[src/stad_pkg.sv]
// Shared types and constants for the S-curve time-at-distance solver.
`default_nettype none
package stad_pkg;
  localparam int WORD_BITS = 32;
  localparam int FRAC_BITS = 16;
  localparam int IW = 64;
  localparam int TOL_BITS = 16;
  localparam int LIM_BITS = 7;
  localparam int CFG_IDX_BITS = 1;
  localparam logic [CFG_IDX_BITS-1:0] REG_TOLERANCE = 1'd0;
  localparam logic [CFG_IDX_BITS-1:0] REG_ITER_LIMIT = 1'd1;
  localparam logic [1:0] ST_OK = 2'd0;
  localparam logic [1:0] ST_BEYOND = 2'd1;
  localparam logic [1:0] ST_NOCONV = 2'd2;
  localparam logic [1:0] ST_ZERO_DERIV = 2'd3;
  localparam logic signed [IW-1:0] SMAX = {1'b0, {(IW-1){1'b1}}};
  localparam logic signed [IW-1:0] SMIN = -SMAX;
  // ceil(2^66 / 6): (n * DIV6_MAGIC) >> 66 == n / 6 for any 64-bit n
  localparam logic [IW-1:0] DIV6_MAGIC = 64'hAAAA_AAAA_AAAA_AAAB;

  typedef enum logic [1:0] {OP_MUL, OP_DIV, OP_DIV6} alu_op_t;

  typedef struct packed {
    logic    start;
    alu_op_t op;
  } alu_ctl_t;

  function automatic logic signed [IW-1:0] sadd(input logic signed [IW-1:0] a,
                                                input logic signed [IW-1:0] b);
    logic signed [IW:0] s;
    s = $signed({a[IW-1], a}) + $signed({b[IW-1], b});
    if (s > $signed({1'b0, SMAX})) return SMAX;
    if (s < $signed({SMIN[IW-1], SMIN})) return SMIN;
    return s[IW-1:0];
  endfunction

  function automatic logic [IW-1:0] mag(input logic signed [IW-1:0] x);
    return x[IW-1] ? IW'(-x) : x;
  endfunction
endpackage
`default_nettype wire

[src/stad_alu.sv]
// Shared multi-cycle unit: saturating fixed-point multiply, divide by 6 and bit-serial divide.
`default_nettype none
module stad_alu import stad_pkg::*; (
  input  wire logic                 clk,
  input  wire logic                 rst_n,
  input  wire alu_ctl_t             ctl,
  input  wire logic signed [IW-1:0] op_x,
  input  wire logic signed [IW-1:0] op_y,
  output logic                      done,
  output logic signed [IW-1:0]      result
);
  // multiply: four 32x32 partial products, one per cycle
  // divide by 6: same multiply against a reciprocal, high bits kept
  // divide: 128 restoring steps, one bit per cycle
  logic        busy_r, busy_nxt;
  alu_op_t     op_r, op_nxt;
  logic [7:0]  cnt_r, cnt_nxt;
  logic        neg_r, neg_nxt;
  logic [IW-1:0] ux_r, ux_nxt, uy_r, uy_nxt;
  logic [2*IW-1:0] acc_r, acc_nxt;
  logic [IW:0] rem_r, rem_nxt;
  logic        over_r, over_nxt;
  logic        done_nxt;
  logic signed [IW-1:0] result_nxt;

  logic [31:0] pa, pb;
  logic [63:0] pp;
  logic [IW:0] rsh, rsub;
  logic [2*IW-1:0] prod_sh;
  logic [IW-1:0] m;

  always_comb begin
    busy_nxt = busy_r; op_nxt = op_r; cnt_nxt = cnt_r; neg_nxt = neg_r;
    ux_nxt = ux_r; uy_nxt = uy_r; acc_nxt = acc_r; rem_nxt = rem_r; over_nxt = over_r;
    done_nxt = 1'b0; result_nxt = result;
    pa = cnt_r[0] ? ux_r[63:32] : ux_r[31:0];
    pb = cnt_r[1] ? uy_r[63:32] : uy_r[31:0];
    pp = pa * pb;
    rsh = {rem_r[IW-1:0], acc_r[2*IW-1]};
    rsub = rsh - {1'b0, uy_r};
    prod_sh = acc_r >> FRAC_BITS;
    m = '0;
    if (!busy_r) begin
      if (ctl.start) begin
        busy_nxt = 1'b1; op_nxt = ctl.op; cnt_nxt = '0;
        neg_nxt = op_x[IW-1] ^ op_y[IW-1];
        ux_nxt = mag(op_x);
        uy_nxt = (ctl.op == OP_DIV6) ? DIV6_MAGIC : mag(op_y);
        acc_nxt = (ctl.op == OP_DIV) ? ({{IW{1'b0}}, mag(op_x)} << FRAC_BITS) : '0;
        rem_nxt = '0; over_nxt = 1'b0;
      end
    end else if (op_r inside {OP_MUL, OP_DIV6}) begin
      if (cnt_r < 8'd4) begin
        acc_nxt = acc_r + ({64'd0, pp} << (32 * (int'(cnt_r[0]) + int'(cnt_r[1]))));
        cnt_nxt = cnt_r + 8'd1;
      end else begin
        if (op_r == OP_DIV6) m = {2'b00, acc_r[2*IW-1:IW+2]};
        else if (prod_sh[2*IW-1:IW-1] != '0) m = SMAX;
        else m = prod_sh[IW-1:0];
        result_nxt = neg_r ? IW'(-m) : m;
        done_nxt = 1'b1; busy_nxt = 1'b0;
      end
    end else begin
      if (cnt_r < 8'd128) begin
        acc_nxt = {acc_r[2*IW-2:0], 1'b0};
        if (!rsub[IW]) begin
          rem_nxt = rsub;
          if (cnt_r <= 8'd64) over_nxt = 1'b1;
          else acc_nxt[0] = 1'b1;
        end else rem_nxt = rsh;
        cnt_nxt = cnt_r + 8'd1;
      end else begin
        m = over_r ? SMAX : {1'b0, acc_r[IW-2:0]};
        result_nxt = neg_r ? IW'(-m) : m;
        done_nxt = 1'b1; busy_nxt = 1'b0;
      end
    end
  end

  always_ff @(posedge clk) begin
    if (!rst_n) begin
      busy_r <= 1'b0; done <= 1'b0;
    end else begin
      busy_r <= busy_nxt; done <= done_nxt;
    end
    op_r <= op_nxt; cnt_r <= cnt_nxt; neg_r <= neg_nxt; ux_r <= ux_nxt; uy_r <= uy_nxt;
    acc_r <= acc_nxt; rem_r <= rem_nxt; over_r <= over_nxt; result <= result_nxt;
  end
endmodule
`default_nettype wire

[config.mk]
export PLATFORM = sky130hd
export DESIGN_NAME = stad_alu
export DESIGN_NICKNAME = d
export VERILOG_FILES = /design/src/stad_pkg.sv /design/src/stad_alu.sv
export SDC_FILE = /design/constraint.sdc
export NUM_CORES = 2
export LEC_CHECK = 0
export ABC_AREA = 1
export BUFFER_PORTS_ARGS = -buffer_cell sky130_fd_sc_hd__buf_2
export CAP_MARGIN = 30
export CORE_ASPECT_RATIO = 0.75
export CORE_MARGIN = 2
export CORE_UTILIZATION = 30
export DETAILED_ROUTE_END_ITERATION = 10
export GPL_TIMING_DRIVEN = 0
export SLEW_MARGIN = 10
export SYNTH_ARGS = -nofsm -noshare
export SYNTH_HDL_FRONTEND = slang
export SYNTH_SLANG_ARGS = --single-unit
[constraint.sdc]
create_clock -name clk -period 11.7 [get_ports clk]
set_input_delay 2.34 -clock clk [delete_from_list [all_inputs] [get_ports clk]]
set_output_delay 2.34 -clock clk [all_outputs]
set_load 0.01 [all_outputs]
==> parameters.txt <==
Parameter                              Value

Run status
  Result of the run    finished, final reports clean

Worst hold path
  Worst hold-check path type    reg2reg

Synthesis
  Number of storage elements in the synthesis netlist    between 300 and 400
  Post-synthesis net count    ~12000
  YS warnings    0
  Synth unique cells    61
  Post-synthesis sequential area ratio    0.162
  Synthesized area per cell    7.12 um^2
  Leading post-synthesis cells by cell area    sky130_fd_sc_hd__fa_1 (24%), sky130_fd_sc_hd__edfxtp_1 (16%), sky130_fd_sc_hd__nand2_1 (9.9%)
  Gate Count Post-Synth    roughly 10000
  Async set-reset flop share out of synthesis    0
  Cell area after synthesis    between 70000 and 80000 um^2
  Number of enable-type register cells in the synthesized netlist    approximately 400
  Primary flip-flop cell chosen by synthesis mapping    sky130_fd_sc_hd__edfxtp_1
  Dominant cell type by area after synthesis    sky130_fd_sc_hd__fa_1
  Top cell type's share of synthesized area    0.243

Global route
  Global-route usage over all layers    0.289
  Initial antenna violation count    26
  Wire length of the first global-routing pass    approximately 520000 um
  Total overflow reported by the global router    0
  Largest net degree at the start of global routing    64
  Vias in the first global route    approximately 70000

Routing
  Number of design rule violations left after detail routing    0
  Routed vias/inst    approximately 5.4
  DR vias    between 70000 and 80000
  Initial detailed-routing violation count    around 11000
  Post-detailed-route wirelength per cell    approximately 26 um
  Total detailed-routing wirelength    roughly 370000 um
  First-pass detailed-route iteration total    9
  Number of routed nets with antenna violations    0

STA
  Unrepaired setup endpoints after global routing    true
  Number of max-slew violations in the final report    0
  Time the worst path needs with I/O delays and setup    11680 ps
  Achievable frequency    approximately 86 MHz
  Post-Route Skew    between 80 and 90 ps
  Pin slew with the least headroom to its limit    about 1200 ps
  Final setup violation count    0
  Post-route fraction of the period consumed by the critical path    0.998
  Normalized max-slew margin    0.193
  Number of hold violations in the final report    0

Floorplan
  Boundary pin count    198
  Site row count    ~160
  Width of the die    577 um
  Die Span Y    approximately 430 um
  Initial core utilization    0.302
  Floorplan Core Area    244000 um^2
  Die footprint    250000 um^2

Cells and area
  Commonest non-fill, non-tap cells in the layout    sky130_fd_sc_hd__nand2_1 (1932), sky130_fd_sc_hd__inv_1 (1734), sky130_fd_sc_hd__nor2_1 (1709)
  Fraction of layout cells with a size suffix above 1    0.0938
  Area growth syn-to-layout    13.2%
  Number of fillers in the final layout    26666
  Number of standard cells in the final layout excluding fillers    14047
  Final #Nets    between 10000 and 15000
  Most common cell after layout, fill and taps aside    sky130_fd_sc_hd__nand2_1

Setup path
  Type of element launching the critical path    flop
  Slowest cell on the critical path    sky130_fd_sc_hd__fa_1
  Critical R2R Capture    acc_r[96]
  Critical register-to-register path startpoint    cnt_r[0]
  Origin of the worst setup path    cnt_r[0]
  Crit Path Max Fanout    10
  Worst Path Arrival    between 10000 and 15000 ps
  Register-to-register setup slack    20 ps
  Most frequent cell on the critical path    sky130_fd_sc_hd__fa_1
  Crit path capture    acc_r[96]
  Critical path start-end classification    reg2reg
  CP required    between 10000 and 15000 ps
  Depth of the worst register-to-register path    between 40 and 50
  Largest stage delay on the critical path    710 ps
  Capturing element type of the critical path    flop

Clocking
  Clock tree from TritonCTS    yes
  CTS clock-pin slew for the worst setup and hold paths    ~70 ps
  Count of H-tree levels built during CTS    2
  Clock tree root driver cell    sky130_fd_sc_hd__clkbuf_16
  Clock latency on the worst-skew pair    710 ps
  Sinks on the clock net    a little under 400
  Hold-fix buffers, CTS    0
  Maximum clock insertion buffer count    3
  Number of buffers created by CTS    44

Placed design
  Placed instance count    about 14000
  Port buffer count    about 200
  Routability Congestion    between 1 and 1.5
  Post-detailed-placement half-perimeter wirelength    between 300000 and 400000 um

Run
  Max-capacitance violation count    0
## layer usage
| layer | global-route usage | share of wire | up-vias |
|---|---|---|---|
| li1 | - | - | 33668 |
| met1 | 0.428 | 0.43 | 37230 |
| met2 | 0.391 | 0.39 | 4900 |
| met3 | 0.104 | 0.15 | 542 |
| met4 | 0.0715 | 0.030 | 22 |
| met5 | 0.00368 | 0.0013 | - |
## timing repair
item,CTS,global route
pin swaps,6,24
gates resized for setup,259,376
setup buffers,13,36
endpoints found under the setup margin,98,90
hold endpoints to repair,0,0
## per-stage QoR
step / worst slack, ps / hold slack (ps) / TNS [ps] / util / area, um^2
floorplan: 2380 / 406 / 0 / - / 73800
global placement: -3490 / 423 / -567360 / 0.323 / 78900
detailed placement: -2470 / 424 / -145350 / 0.328 / 80100
CTS: -76.9 / 439 / -76.9 / 0.337 / 82300
global route: -100 / 452 / -423 / 0.342 / 83500
finish: 22.2 / 437 / 0 / 0.342 / 83600
## state kept, by name, summed over array words and instances (netlist names)
register and flops:
acc_r 128, busy_r 1, cnt_r 8, done 1
neg_r 1, op_r 2, over_r 1, rem_r 64
result 64, ux_r 64, uy_r 64
## cell usage after synthesis (all sizes together), types with 4 or more instances
library cell / number
nand2: 1968
nor2: 1776
inv: 1755
fa: 898
o21ai: 757
a21oi: 688
ha: 460
edfxtp: 396
nand3: 382
clkbuf: 258
nor3: 136
xor2: 123
xnor2: 89
or2: 88
buf: 72
nand4: 68
nor4: 48
o211ai: 48
a21o: 44
o21bai: 40
a31oi: 38
nand3b: 36
a22oi: 34
o21a: 27
clkinv: 26
o22ai: 22
a21boi: 21
and3: 14
o31ai: 10
a211oi: 8
o2111ai: 7
a221oi: 4
mux2i: 4
## critical path, delay by kind of cell, from the launching register on
| family | cells | cell delay, ps |
|---|---|---|
| compound gates | 6 | 1210 |
| fa+ha+maj | 10 | 5180 |
| buf+inv | 9 | 1540 |
| flops | 1 | 440 |
| xor+xnor | 1 | 470 |
| simple gates | 18 | 2580 |
## logic make-up (layout without fill, tap and decap cells)
kind of cell / Yosys count / in the layout / share of synthesized area
simple gates: 4519 / 4519 / 0.252
xor+xnor: 212 / 212 / 0.0251
buf+inv: 2111 / 2517 / 0.109
other cells: 0 / 18 / 0
flops: 398 / 398 / 0.162
mux: 4 / 4 / 0.000542
fa+ha+maj: 1358 / 1358 / 0.321
compound gates: 1762 / 1762 / 0.130
## final cells by class
class / instances / area (um^2) / share of cell area
Buffer: 322 / 1660 / 0.0199
Clock inverter: 31 / 332 / 0.00397
Tap cell: 3259 / 4080 / 0.0488
Timing Repair Buffer: 334 / 2590 / 0.0310
Sequential cell: 398 / 11900 / 0.143
Clock buffer: 49 / 1120 / 0.0134
Antenna cell: 18 / 45.0 / 0.000539
Multi-Input combinational cell: 7855 / 55000 / 0.659
Inverter: 1781 / 6770 / 0.0810
## worst min path at each step
stage | depth (start not counted) | from | endpoint | slack [ps]
final | 0 | busy_r | over_r | 440
after global routing | 0 | busy_r | over_r | 450
after global placement | 0 | busy_r | over_r | 420
after floorplan | 0 | busy_r | over_r | 410
after detailed placement | 0 | busy_r | over_r | 420
after CTS | 0 | busy_r | over_r | 440
Power is not shown: default switching activity piles up to over one toggle a cycle in this logic, so the estimate is an artifact.
